===== src/rtl/csp_pkg.sv =====
// Shared types, constants and the write-word builder for the register planner.
`default_nettype none
package csp_pkg;

   localparam int XTAL_W   = 26;
   localparam int TGT_W    = 30;
   localparam int FREQ_W   = 32;
   localparam int QUOT_W   = 30;
   localparam int CSR_IDX_W = 1;
   localparam int CSR_DAT_W = 30;
   localparam int IDX_W    = 5;

   localparam logic [CSR_IDX_W-1:0] CSR_CRYSTAL = 1'd0;
   localparam logic [CSR_IDX_W-1:0] CSR_TARGET  = 1'd1;

   localparam logic [XTAL_W-1:0] CRYSTAL_RESET = 26'd25000000;
   localparam logic [TGT_W-1:0]  TARGET_RESET  = 30'd900000000;

   localparam logic [19:0] DENOM      = 20'hFFFFF;
   localparam logic [7:0]  PLLA_BASE  = 8'd26;
   localparam logic [7:0]  MS0_BASE   = 8'd42;
   localparam logic [7:0]  CLK0_CTRL  = 8'd16;
   localparam logic [7:0]  CLK0_VALUE = 8'h4F;
   localparam logic [11:0] DIV_MIN    = 12'd4;
   localparam logic [11:0] DIV_MAX    = 12'd2048;
   localparam logic [17:0] P1_OFFSET  = 18'd512;
   localparam logic [IDX_W-1:0] LAST_IDX = 5'd16;

   typedef struct packed {
      logic        err;
      logic [17:0] pll_p1;
      logic [19:0] pll_p2;
      logic [17:0] ms_p1;
   } csp_job_type;

   typedef struct packed {
      logic              start;
      logic [31:0]       rem;
      logic [QUOT_W-1:0] bits;
      logic [31:0]       divisor;
      logic [3:0]        cycles;
   } csp_div_req_type;

   typedef struct packed {
      logic              done;
      logic [QUOT_W-1:0] quot;
      logic [31:0]       rem;
   } csp_div_rsp_type;

   typedef struct packed {
      logic [7:0] addr;
      logic [7:0] data;
      logic       last;
      logic       err;
   } csp_word_type;

   function automatic logic [7:0] csp_byte(input logic [2:0] k, input logic [17:0] p1,
                                           input logic [19:0] p2, input logic [19:0] p3);
      logic [7:0] b;
      unique case (k)
         3'd0: b = p3[15:8];
         3'd1: b = p3[7:0];
         3'd2: b = {6'd0, p1[17:16]};
         3'd3: b = p1[15:8];
         3'd4: b = p1[7:0];
         3'd5: b = {p3[19:16], p2[19:16]};
         3'd6: b = p2[15:8];
         default: b = p2[7:0];
      endcase
      return b;
   endfunction

   function automatic csp_word_type csp_word(input csp_job_type job, input logic [IDX_W-1:0] idx);
      csp_word_type w;
      w = '0;
      if (job.err) begin
         w.last = 1'b1;
         w.err  = 1'b1;
      end else if (idx == LAST_IDX) begin
         w.addr = CLK0_CTRL;
         w.data = CLK0_VALUE;
         w.last = 1'b1;
      end else if (idx[3]) begin
         w.addr = MS0_BASE + {5'd0, idx[2:0]};
         w.data = csp_byte(idx[2:0], job.ms_p1, 20'd0, 20'd1);
      end else begin
         w.addr = PLLA_BASE + {5'd0, idx[2:0]};
         w.data = csp_byte(idx[2:0], job.pll_p1, job.pll_p2, DENOM);
      end
      return w;
   endfunction

endpackage
`default_nettype wire


===== src/rtl/csp_div.sv =====
// Shared restoring divider, two quotient bits per cycle.
`default_nettype none
module csp_div (
   input  wire logic                     clock,
   input  wire logic                     reset,
   input  wire csp_pkg::csp_div_req_type req,
   output csp_pkg::csp_div_rsp_type      rsp
);
   import csp_pkg::*;

   logic [31:0]       rem_ff, d_ff;
   logic [QUOT_W-1:0] bits_ff;
   logic [3:0]        cnt_ff;
   logic              busy_ff, done_ff;

   logic [32:0] t1, t2, r1, r2;
   logic        q1, q2;

   always_comb begin
      t1 = {rem_ff, bits_ff[QUOT_W-1]};
      q1 = t1 >= {1'b0, d_ff};
      r1 = q1 ? t1 - {1'b0, d_ff} : t1;
      t2 = {r1[31:0], bits_ff[QUOT_W-2]};
      q2 = t2 >= {1'b0, d_ff};
      r2 = q2 ? t2 - {1'b0, d_ff} : t2;
   end

   always_ff @(posedge clock) begin
      if (reset) begin
         busy_ff <= 1'b0;
         done_ff <= 1'b0;
      end else begin
         done_ff <= busy_ff && cnt_ff == 4'd1;
         if (req.start) begin
            busy_ff <= 1'b1;
         end else if (busy_ff && cnt_ff == 4'd1) begin
            busy_ff <= 1'b0;
         end
      end
      if (req.start) begin
         rem_ff  <= req.rem;
         bits_ff <= req.bits;
         d_ff    <= req.divisor;
         cnt_ff  <= req.cycles;
      end else if (busy_ff) begin
         rem_ff  <= r2[31:0];
         bits_ff <= {bits_ff[QUOT_W-3:0], q1, q2};
         cnt_ff  <= cnt_ff - 4'd1;
      end
   end

   assign rsp.done = done_ff;
   assign rsp.quot = bits_ff;
   assign rsp.rem  = rem_ff;

endmodule
`default_nettype wire


===== src/rtl/csp_front.sv =====
// Front end: takes a frequency word and works out the divider and PLL parameters.
`default_nettype none
module csp_front (
   input  wire logic                              clock,
   input  wire logic                              reset,
   input  wire logic                              req_push,
   input  wire logic [csp_pkg::FREQ_W-1:0]        req_freq_hz,
   output logic                                   req_full,
   input  wire logic [csp_pkg::XTAL_W-1:0]        xtal,
   input  wire logic [csp_pkg::TGT_W-1:0]         target,
   input  wire logic                              q_full,
   output logic                                   q_push,
   output csp_pkg::csp_job_type                   q_job
);
   import csp_pkg::*;

   localparam logic [2:0] S_IDLE = 3'd0;
   localparam logic [2:0] S_DIV1 = 3'd1;
   localparam logic [2:0] S_MUL  = 3'd2;
   localparam logic [2:0] S_ST2  = 3'd3;
   localparam logic [2:0] S_DIV2 = 3'd4;
   localparam logic [2:0] S_DIV3 = 3'd5;
   localparam logic [2:0] S_FRAC = 3'd6;
   localparam logic [2:0] S_PUSH = 3'd7;

   logic [2:0]        state_ff;
   logic              pend_v_ff;
   logic [FREQ_W-1:0] pend_ff, freq_ff;
   logic [11:0]       dvd_ff;
   logic [29:0]       pll_ff, mult_ff;
   logic [19:0]       num_ff;
   csp_job_type       job_ff;

   csp_div_req_type div_req;
   csp_div_rsp_type div_rsp;

   logic        start_ok;
   logic [29:0] dvd_even;
   logic        dvd_bad;
   logic [45:0] xnum;
   logic [43:0] prod;
   logic [26:0] x7;
   logic [6:0]  fq, frac;
   logic [20:0] fr;
   logic [26:0] p2w;

   csp_div u_div (.clock(clock), .reset(reset), .req(div_req), .rsp(div_rsp));

   always_comb begin
      start_ok = pend_v_ff && pend_ff != '0 && xtal != '0;
      dvd_even = {div_rsp.quot[29:1], 1'b0};
      dvd_bad  = dvd_even < {18'd0, DIV_MIN} || dvd_even > {18'd0, DIV_MAX};
      xnum     = {div_rsp.rem[25:0], 20'd0} - {20'd0, div_rsp.rem[25:0]};
      prod     = dvd_ff * freq_ff;
      x7       = {num_ff, 7'd0};
      fq       = x7[26:20];
      fr       = {1'b0, x7[19:0]} + {14'd0, fq};
      frac     = fq + {6'd0, fr >= {1'b0, DENOM}};
      p2w      = x7 - {frac, 20'd0} + {20'd0, frac};
      div_req  = '0;
      unique case (state_ff)
         S_IDLE: begin
            if (start_ok) begin
               div_req.start   = 1'b1;
               div_req.bits    = target;
               div_req.divisor = pend_ff;
               div_req.cycles  = 4'd15;
            end
         end
         S_ST2: begin
            div_req.start   = 1'b1;
            div_req.bits    = pll_ff;
            div_req.divisor = {6'd0, xtal};
            div_req.cycles  = 4'd15;
         end
         S_DIV2: begin
            if (div_rsp.done) begin
               div_req.start   = 1'b1;
               div_req.rem     = {6'd0, xnum[45:20]};
               div_req.bits    = {xnum[19:0], 10'd0};
               div_req.divisor = {6'd0, xtal};
               div_req.cycles  = 4'd10;
            end
         end
         default: div_req = '0;
      endcase
   end

   always_ff @(posedge clock) begin
      if (reset) begin
         state_ff  <= S_IDLE;
         pend_v_ff <= 1'b0;
      end else begin
         if (req_push && !pend_v_ff) begin
            pend_v_ff <= 1'b1;
         end else if (state_ff == S_IDLE && pend_v_ff) begin
            pend_v_ff <= 1'b0;
         end
         unique case (state_ff)
            S_IDLE: if (pend_v_ff) state_ff <= start_ok ? S_DIV1 : S_PUSH;
            S_DIV1: if (div_rsp.done) state_ff <= dvd_bad ? S_PUSH : S_MUL;
            S_MUL:  state_ff <= S_ST2;
            S_ST2:  state_ff <= S_DIV2;
            S_DIV2: if (div_rsp.done) state_ff <= S_DIV3;
            S_DIV3: if (div_rsp.done) state_ff <= S_FRAC;
            S_FRAC: state_ff <= S_PUSH;
            default: if (!q_full) state_ff <= S_IDLE;
         endcase
      end
      if (req_push && !pend_v_ff) pend_ff <= req_freq_hz;
      unique case (state_ff)
         S_IDLE: begin
            freq_ff <= pend_ff;
            job_ff  <= {!start_ok, 56'd0};
         end
         S_DIV1: begin
            dvd_ff       <= dvd_even[11:0];
            job_ff.err   <= dvd_bad;
            job_ff.ms_p1 <= {dvd_even[10:0], 7'd0} - P1_OFFSET;
         end
         S_MUL:  pll_ff <= prod[29:0];
         S_DIV2: if (div_rsp.done) mult_ff <= div_rsp.quot;
         S_DIV3: if (div_rsp.done) num_ff <= div_rsp.quot[19:0];
         S_FRAC: begin
            job_ff.pll_p1 <= {mult_ff[10:0], 7'd0} + {11'd0, frac} - P1_OFFSET;
            job_ff.pll_p2 <= p2w[19:0];
         end
         default: ;
      endcase
   end

   assign req_full = pend_v_ff;
   assign q_push   = state_ff == S_PUSH && !q_full;
   assign q_job    = job_ff;

endmodule
`default_nettype wire


===== src/rtl/csp_queue.sv =====
// Two-entry job queue between front and back end.
`default_nettype none
module csp_queue (
   input  wire logic                 clock,
   input  wire logic                 reset,
   input  wire logic                 push,
   input  wire csp_pkg::csp_job_type push_job,
   output logic                      full,
   input  wire logic                 pop,
   output csp_pkg::csp_job_type      pop_job,
   output logic                      empty
);
   import csp_pkg::*;

   csp_job_type mem_ff [2];
   logic        wptr_ff, rptr_ff;
   logic [1:0]  cnt_ff;
   logic        do_push, do_pop;

   assign full    = cnt_ff == 2'd2;
   assign empty   = cnt_ff == 2'd0;
   assign do_push = push && !full;
   assign do_pop  = pop && !empty;
   assign pop_job = mem_ff[rptr_ff];

   always_ff @(posedge clock) begin
      if (reset) begin
         wptr_ff <= 1'b0;
         rptr_ff <= 1'b0;
         cnt_ff  <= 2'd0;
      end else begin
         if (do_push) wptr_ff <= !wptr_ff;
         if (do_pop) rptr_ff <= !rptr_ff;
         cnt_ff <= cnt_ff + {1'b0, do_push} - {1'b0, do_pop};
      end
      if (do_push) mem_ff[wptr_ff] <= push_job;
   end

endmodule
`default_nettype wire


===== src/rtl/csp_back.sv =====
// Back end: plays one job out as its run of register-write words.
`default_nettype none
module csp_back (
   input  wire logic                 clock,
   input  wire logic                 reset,
   input  wire logic                 q_empty,
   input  wire csp_pkg::csp_job_type q_job,
   output logic                      q_pop,
   output logic                      rsp_empty,
   input  wire logic                 rsp_pop,
   output logic [7:0]                rsp_reg_addr,
   output logic [7:0]                rsp_reg_data,
   output logic                      rsp_last_write,
   output logic                      rsp_range_error
);
   import csp_pkg::*;

   logic             busy_ff, out_v_ff;
   logic [IDX_W-1:0] idx_ff;
   csp_job_type      job_ff;
   csp_word_type     out_ff, word_in;
   logic             advance;

   assign word_in = csp_word(job_ff, idx_ff);
   assign advance = !out_v_ff || rsp_pop;
   assign q_pop   = !busy_ff && !q_empty;

   always_ff @(posedge clock) begin
      if (reset) begin
         busy_ff  <= 1'b0;
         out_v_ff <= 1'b0;
         idx_ff   <= '0;
      end else begin
         if (busy_ff && advance) begin
            out_v_ff <= 1'b1;
            if (word_in.last) busy_ff <= 1'b0;
            idx_ff <= idx_ff + 5'd1;
         end else if (rsp_pop) begin
            out_v_ff <= 1'b0;
         end
         if (q_pop) begin
            busy_ff <= 1'b1;
            idx_ff  <= '0;
         end
      end
      if (q_pop) job_ff <= q_job;
      if (busy_ff && advance) out_ff <= word_in;
   end

   assign rsp_empty       = !out_v_ff;
   assign rsp_reg_addr    = out_ff.addr;
   assign rsp_reg_data    = out_ff.data;
   assign rsp_last_write  = out_ff.last;
   assign rsp_range_error = out_ff.err;

   a_err_last: assert property (@(posedge clock) disable iff (reset)
      !rsp_empty && rsp_range_error |-> rsp_last_write)
      else $error("error word not marked last");
   a_last_addr: assert property (@(posedge clock) disable iff (reset)
      !rsp_empty && rsp_last_write && !rsp_range_error |-> rsp_reg_addr == CLK0_CTRL)
      else $error("final write not to clock control");
   a_idx_range: assert property (@(posedge clock) disable iff (reset)
      busy_ff |-> idx_ff <= LAST_IDX)
      else $error("word index past end of run");
   a_no_overlap: assert property (@(posedge clock) disable iff (reset)
      q_pop |-> !busy_ff)
      else $error("job taken while a run is in progress");

endmodule
`default_nettype wire


===== src/rtl/clock_synth_register_planner_top.sv =====
// Top level of the clock synthesizer register planner.
// Each frequency word pushed in yields seventeen register-write words (PLL-A 26..33,
// multisynth-0 42..49, then clock control 16), or one error word when the frequency
// is zero, the crystal is zero or the even divider falls outside 4..2048. Working
// out one frequency uses the shared two-bit-per-cycle divider for three divisions
// in turn; the seventeen writes then go out one per cycle while rsp_pop takes them,
// and the back end plays one run while the next is worked out. The user must write
// crystal and PLL ceiling registers via csr_ only while idle; the block won't check.
`default_nettype none
module clock_synth_register_planner_top (
   input  wire logic                          clock,
   input  wire logic                          reset,
   input  wire logic                          req_push,
   output logic                               req_full,
   input  wire logic [31:0]                   req_freq_hz,
   output logic                               rsp_empty,
   input  wire logic                          rsp_pop,
   output logic [7:0]                         rsp_reg_addr,
   output logic [7:0]                         rsp_reg_data,
   output logic                               rsp_last_write,
   output logic                               rsp_range_error,
   input  wire logic                          csr_write_en,
   input  wire logic [csp_pkg::CSR_IDX_W-1:0] csr_index,
   input  wire logic [csp_pkg::CSR_DAT_W-1:0] csr_data
);
   import csp_pkg::*;

   logic [XTAL_W-1:0] xtal_ff;
   logic [TGT_W-1:0]  target_ff;
   logic              q_push, q_full, q_pop, q_empty;
   csp_job_type       push_job, pop_job;

   always_ff @(posedge clock) begin
      if (reset) begin
         xtal_ff   <= CRYSTAL_RESET;
         target_ff <= TARGET_RESET;
      end else if (csr_write_en) begin
         unique case (csr_index)
            CSR_CRYSTAL: xtal_ff <= csr_data[XTAL_W-1:0];
            default:     target_ff <= csr_data;
         endcase
      end
   end

   csp_front u_front (
      .clock(clock), .reset(reset), .req_push(req_push), .req_freq_hz(req_freq_hz),
      .req_full(req_full), .xtal(xtal_ff), .target(target_ff), .q_full(q_full),
      .q_push(q_push), .q_job(push_job)
   );

   csp_queue u_queue (
      .clock(clock), .reset(reset), .push(q_push), .push_job(push_job), .full(q_full),
      .pop(q_pop), .pop_job(pop_job), .empty(q_empty)
   );

   csp_back u_back (
      .clock(clock), .reset(reset), .q_empty(q_empty), .q_job(pop_job), .q_pop(q_pop),
      .rsp_empty(rsp_empty), .rsp_pop(rsp_pop), .rsp_reg_addr(rsp_reg_addr),
      .rsp_reg_data(rsp_reg_data), .rsp_last_write(rsp_last_write),
      .rsp_range_error(rsp_range_error)
   );

endmodule
`default_nettype wire


===== config.mk =====
export PLATFORM = sky130hd
export DESIGN_NAME = clock_synth_register_planner_top
export DESIGN_NICKNAME = d
export VERILOG_FILES = /design/src/rtl/csp_pkg.sv /design/src/rtl/csp_div.sv /design/src/rtl/csp_front.sv /design/src/rtl/csp_queue.sv /design/src/rtl/csp_back.sv /design/src/rtl/clock_synth_register_planner_top.sv
export SDC_FILE = /design/constraint.sdc
export NUM_CORES = 1
export LEC_CHECK = 0
export ABC_AREA = 1
export BUFFER_PORTS_ARGS = -buffer_cell sky130_fd_sc_hd__buf_2
export CAP_MARGIN = 20
export CORE_MARGIN = 3
export CORE_UTILIZATION = 56
export DETAILED_ROUTE_END_ITERATION = 8
export GPL_TIMING_DRIVEN = 0
export HOLD_SLACK_MARGIN = 0.05
export PLACE_DENSITY = 0.73
export RECOVER_POWER = 50
export SYNTH_ARGS = -nofsm -noshare
export SYNTH_HDL_FRONTEND = slang
export SYNTH_SLANG_ARGS = --single-unit
export TNS_END_PERCENT = 100

===== constraint.sdc =====
create_clock -name clock -period 13.1 [get_ports clock]
set_input_delay 1.31 -clock clock [delete_from_list [all_inputs] [get_ports clock]]
set_output_delay 1.31 -clock clock [all_outputs]
set_load 0.03 [all_outputs]

==> results of run 1 <==
==> cell families (layout without fill, tap and decap cells) <==
| logic type | after synthesis | in the layout |
|---|---|---|
| and+or+nand+nor | 1677 | 1677 |
| buffers and inverters | 760 | 951 |
| DFF | 487 | 487 |
| AOI/OAI and AO/OA | 411 | 411 |
| adders and majority gates | 330 | 330 |
| xor gates and xnor gates | 98 | 98 |
| other | 1 | 2 |
==> worst max-delay path by stage <==
stage	startpoint	end	slack [ps]	cells after the start
2_1_floorplan	u_front.dvd_ff[11]	u_front.pll_ff[27]	7860	20
3_3_place_gp	u_front.state_ff[1]	u_front.u_div.rem_ff[28]	5500	8
3_5_place_dp	u_front.dvd_ff[10]	u_front.pll_ff[28]	6540	23
4_1_cts	u_front.dvd_ff[10]	u_front.pll_ff[28]	6530	23
5_1_grt	u_front.dvd_ff[10]	u_front.pll_ff[28]	6230	23
6_report	u_front.dvd_ff[10]	u_front.pll_ff[28]	6500	23
==> per-stage QoR <==
step | util, % | hold slack (ps) | setup WS [ps] | area, um^2 | instances
finish | 62.95 | 443.5 | 6500 | 35910 | 4712
global route | 62.95 | 450.7 | 6230 | 35910 | 4712
CTS | 63.08 | 445.1 | 6529 | 35980 | 4709
detailed placement | 60.12 | 430.5 | 6544 | 34290 | 4614
global placement | 59.72 | 422.1 | 5496 | 34060 | 4605
floorplan | - | 421.5 | 7860 | 32700 | 3765
==> critical path, cell delays in order (launching register included) <==
cell	delay (ps)
edfxtp_1	460
clkbuf_1	410
clkbuf_1	600
nand2_1	170
fa_1	550
inv_1	60
fa_1	530
inv_1	60
fa_1	500
fa_1	550
fa_1	620
inv_1	60
ha_1	410
nand4_1	150
nor3_1	250
nand3_1	130
nand3_1	200
nand2_1	90
nand2_1	100
nand2_1	50
nand2_1	50
nand2_1	40
nand2_1	70
xor2_1	270
==> registers in the layout, summed over array words and instances (netlist names), 26 cells and up <==
register               cells
u_front.u_div.bits_ff     30
u_queue.mem_ff            84
u_back.job_ff             42
u_front.u_div.d_ff        32
xtal_ff                   26
u_front.u_div.rem_ff      32
u_front.pend_ff           32
u_front.pll_ff            29
u_front.freq_ff           29
u_front.q_job             42
target_ff                 30
==> synthesized netlist by cell type, types with 4 or more instances <==
cell type / number
a21oi_1: 159
nand4_1: 88
nor2_1: 279
o21ai_0: 152
clkinv_1: 5
buf_4: 6
and2_1: 5
nand2_2: 14
nor2_4: 8
xor2_1: 64
nor3_1: 35
nand3_2: 13
nor4_1: 13
or2_2: 6
dfxtp_1: 73
nand2_1: 1011
o22ai_1: 15
inv_2: 13
a31oi_1: 14
fa_1: 194
clkbuf_1: 97
edfxtp_1: 414
nand2_4: 4
buf_1: 5
ha_1: 136
o21bai_1: 5
nand3_1: 179
o211ai_1: 12
o21a_1: 7
buf_2: 9
a21o_1: 7
o2111ai_1: 10
inv_1: 620
buf_6: 4
nor2_2: 8
xnor2_1: 34
o21ai_1: 14
nand3b_1: 4
==> cell type report <==
| cell class | count | share of cell area (%) |
|---|---|---|
| buffer | 122 | 1.481 |
| clock buffer | 59 | 3.697 |
| clock inverter | 36 | 1.014 |
| inverter | 638 | 6.670 |
| multi-input combinational | 2518 | 44.26 |
| sequential | 487 | 38.69 |
| tap | 756 | 2.634 |
| timing repair buffer | 96 | 1.551 |
==> layer usage <==
metal	global-route usage (%)	vias up	routed length (um)	part of all wire (%)
met1	46.41	12540	40920	40
met5	0	-	13	0.013
met4	12.98	2	4524	4.5
li1	-	12450	-	-
met2	51.63	1449	44410	44
met3	8.351	227	11480	11
==> results_dict.tcl, run 1 <==
set metrics [dict create \
    status "finished, violations left" \
    violations "max-capacitance violations, max-slew violations" \
    timing.rr.end "u_front.pll_ff[28]" \
    ys_seq_area_share_pct 42.50 \
    dieWidth_um 247.6 \
    synth-edff-count 414 \
    grt_pass1_vias 25650 \
    yosys.area_share.simple_pct 21.89 \
    dp_hpwl_mm 81.50 \
    avgRoutedWirePerCell_um 21.51 \
    muxShareOfSynthArea_pct 0 \
    n_fill_cell 4893 \
    layout_commonest_cell "nand2_1" \
    ios 88 \
    hold-path-cell-count 0 \
    final_layout_size_suffix_gt1_share_pct 6.572 \
    place_congestion 0.9754 \
    synth_xor_xnor_area_share_pct 2.625 \
    hold_start "u_front.q_job[53]" \
    rsz0062_at_grt "no" \
    clockRootBuffer "clkbuf_16" \
    grtUsageTotal_pct 33.64 \
    path_class "reg2reg" \
    multi_input_area_um2 15890 \
    netlist_area_um2 32690 \
    reg2reg_depth 23 \
    cts_sinks 487 \
    ys_types 59 \
    critPathArrivalTime_ps 7000 \
    remaining_drc_errors 0 \
    synth_seq_cells 487 \
    start_util_pct 57.32 \
    synth_area_leaders "edfxtp_1 38%, fa_1 12%, nand2_1 12%" \
    clk_pin_slew_ps 60 \
    hold_end "u_queue.mem_ff[1][53]" \
    clk_latency_ps 630 \
    setup.worst_path.end_class "flip-flop" \
    avgSynthCellArea_um2 8.686 \
    num_antenna_cells 0 \
    synthCells 3764 \
    crit_required_ps 13500 \
    nets 4313 \
    synth_ff_type "edfxtp_1" \
    cts_tree "yes" \
    drt_pass1_iterations 6 \
    post_cts_buffers 0 \
    min_path_type "reg2reg" \
    cts_hold_buf 0 \
    final_cell_mix "1,010 x nand2_1, 620 x inv_1, 414 x edfxtp_1, 278 x nor2_1, 194 x fa_1" \
    start_kind "flip-flop" \
    ant_nets 0 \
    grt_antenna_before_repair 2 \
    synth_compound_area_share_pct 6.942 \
    grt_start_max_net_pins 63 \
    synthToLayoutAreaGrowth_pct 9.824 \
    grt_pass1_wl_mm 152.6 \
    setup_viol 0 \
    coreArea_um2 57040 \
    seqCellArea_um2 13890 \
    drv_cap 2 \
    cts_made_buffers 52 \
    num_vias 26660 \
    cts-htree-levels 2 \
    yosys.area.top_type "edfxtp_1" \
    drt_iter0_markers 2790 \
    die-area_um2 61320 \
    post_cts_resized 0 \
    period_needed_ps 6600 \
    final.period_utilization_pct 50.38 \
    crit_fanout 10 \
    timing.fmax_mhz 151.5 \
    r2r_slack_ps 6500 \
    slew_headroom_pct -73.53 \
    skew_ps 39.99 \
    num_rows 87 \
    viasPerCell 5.657 \
    finalHoldViolations 0 \
    ys.warnings.count 0 \
    wl_mm 101.3 \
    synth_adder_area_share_pct 17.08 \
    clk_path_buf_depth 3 \
    async_flop_share_pct 0 \
    port_buffers 84 \
    synth_top_family_by_area "simple AND/OR/NAND/NOR gates" \
    synth_top_area_share_pct 38.03 \
    timing_worst_slew_pin_value_ps 2593 \
    final_max_slew_viol_count 55 \
    setup_tns_ps 0 \
    r2r_start "u_front.dvd_ff[10]" \
    grt-ovfl-total 0 \
    die_h_um 247.6 \
]
Power of run 1 is left out: the tool's default activity adds up to more than one toggle a clock period on the data nets, which glitch-free logic cannot reach.
==> run 2: changes to the inputs <==
- PLACE_DENSITY: 0.73 -> 0.76
- clock period: 13.1 -> 6.07 ns (I/O delays scaled with it)
==> results_dict.tcl, run 2 (same netlist as run 1, synthesis figures left out) <==
set metrics [dict create \
    final_layout_size_suffix_gt1_share_pct 6.946 \
    setup_viol 0 \
    min_path_type "in2reg" \
    crit_required_ps 6400 \
    violations "max-capacitance violations, max-slew violations" \
    wl_met1_mm 40.61 \
    slew_headroom_pct -20.26 \
    timing.fmax_mhz 171.3 \
    num_rows 87 \
    wl_mm 97.58 \
    utilization_pct 63.18 \
    cts_tree "yes" \
    top_register "u_queue.mem_ff" \
    timing_worst_slew_pin_value_ps 1804 \
    grt_pass1_vias 26120 \
    final.period_utilization_pct 96.19 \
    cts_hold_buf 0 \
    status "finished, violations left" \
    coreArea_um2 57040 \
    hold_start "req_freq_hz[28]" \
    cts_made_buffers 50 \
    grt_antenna_before_repair 1 \
    die_h_um 247.6 \
    dp_hpwl_mm 77.59 \
    clk_path_buf_depth 3 \
    final_max_slew_viol_count 49 \
    avgRoutedWirePerCell_um 20.70 \
    drt_iter0_markers 2695 \
    hold-path-cell-count 1 \
    viasPerCell 5.672 \
    critPathArrivalTime_ps 6170 \
    rsz0062_at_grt "no" \
    final_cell_mix "1,010 x nand2_1, 620 x inv_1, 414 x edfxtp_1, 276 x nor2_1, 194 x fa_1" \
    cts-htree-levels 2 \
    setup.worst_path.end_class "flip-flop" \
    drv_cap 2 \
    grt-ovfl-total 0 \
    path_class "reg2reg" \
    place_area_um2 34310 \
    port_buffers 84 \
    start_util_pct 57.32 \
    met3WireLength_mm 10.95 \
    remaining_drc_errors 0 \
    grt_start_max_net_pins 67 \
    grt_pass1_wl_mm 149.6 \
    clk_pin_slew_ps 60 \
    cts_sinks 487 \
    n_fill_cell 4822 \
    die-area_um2 61320 \
    setup_tns_ps 0 \
    period_needed_ps 5839 \
    route.met2.wl_mm 42.54 \
    synthToLayoutAreaGrowth_pct 10.23 \
    ios 88 \
    top_layer_used "met4" \
    timing.rr.end "u_front.pll_ff[27]" \
    grtUsageTotal_pct 32.29 \
    largest_reg_flops 84 \
    layout_commonest_cell "nand2_1" \
    r2r_start "u_front.dvd_ff[8]" \
    clockRootBuffer "clkbuf_16" \
    place_congestion 1.014 \
    reg2reg_depth 19 \
    crit_fanout 10 \
    num_vias 26750 \
    clk_latency_ps 610 \
    start_kind "flip-flop" \
    nets 4316 \
    skew_ps 31.06 \
    hold_end "u_front.pend_ff[28]" \
    num_antenna_cells 0 \
    drt_pass1_iterations 8 \
    finalHoldViolations 0 \
    ant_nets 0 \
    fin_area_um2 36040 \
    r2r_slack_ps 230 \
    dieWidth_um 247.6 \
]
==> run 2: layout make-up <==
class                           instances  area (um^2)  share of cell area [%]
Inverter                              638         2395                   6.645
Clock buffer                           69         1435                   3.982
Buffer                                115        521.8                   1.448
Sequential cell                       487        13890                   38.55
Tap cell                              756        945.9                   2.625
Timing Repair Buffer                  108        638.1                   1.771
Multi-Input combinational cell       2518        15910                   44.14
Clock inverter                         24        301.5                  0.8367
==> run 2: what timing repair did <==
item,4_1_cts,5_1_grt
gates resized for setup,1,24
buffers inserted,0,13
setup endpoints to repair,4,16
pin swaps,0,0
==> run 2: layer usage <==
metal | vias to the layer above | global-route usage (%)
met4 | 0 | 10.76
met5 | - | 0
li1 | 12460 | -
met1 | 12690 | 46.35
met3 | 211 | 7.228
met2 | 1393 | 48.85
==> run 2: critical path, stage by stage (launching register included) <==
cell and delay, ps:
edfxtp_1 640, clkbuf_1 490, nand2_1 110, inv_1 100, fa_1 390, inv_1 80
fa_1 450, fa_1 520, fa_1 530, fa_1 550, inv_1 40, ha_1 360
a21oi_1 210, o21ai_0 180, a21oi_1 220, nand3_1 190, a21o_1 230, nand3_1 70
nand2_1 60, xor2_1 150
==> run 2: how the worst max path moves through the flow <==
stage / startpoint / to / slack, ps
5_1_grt: u_front.dvd_ff[8] / u_front.pll_ff[27] / 10
2_1_floorplan: u_front.dvd_ff[11] / u_front.pll_ff[27] / 830
4_1_cts: u_front.dvd_ff[4] / u_front.pll_ff[28] / 3
6_report: u_front.dvd_ff[8] / u_front.pll_ff[27] / 230
3_3_place_gp: u_front.state_ff[1] / u_front.u_div.rem_ff[27] / -1300
3_5_place_dp: u_front.dvd_ff[10] / u_front.pll_ff[27] / -70
==> run 2: stage by stage <==
| step | instances | worst slack [ps] | hold WS [ps] |
|---|---|---|---|
| global placement | 4605 | -1300 | 422.8 |
| detailed placement | 4614 | -66.81 | 432.1 |
| CTS | 4705 | 2.843 | 156.2 |
| finish | 4715 | 231.0 | 176.7 |
| floorplan | 3765 | 830.1 | 421.5 |
| global route | 4715 | 14.43 | 158.5 |
Power of run 2 is left out for the same reason.
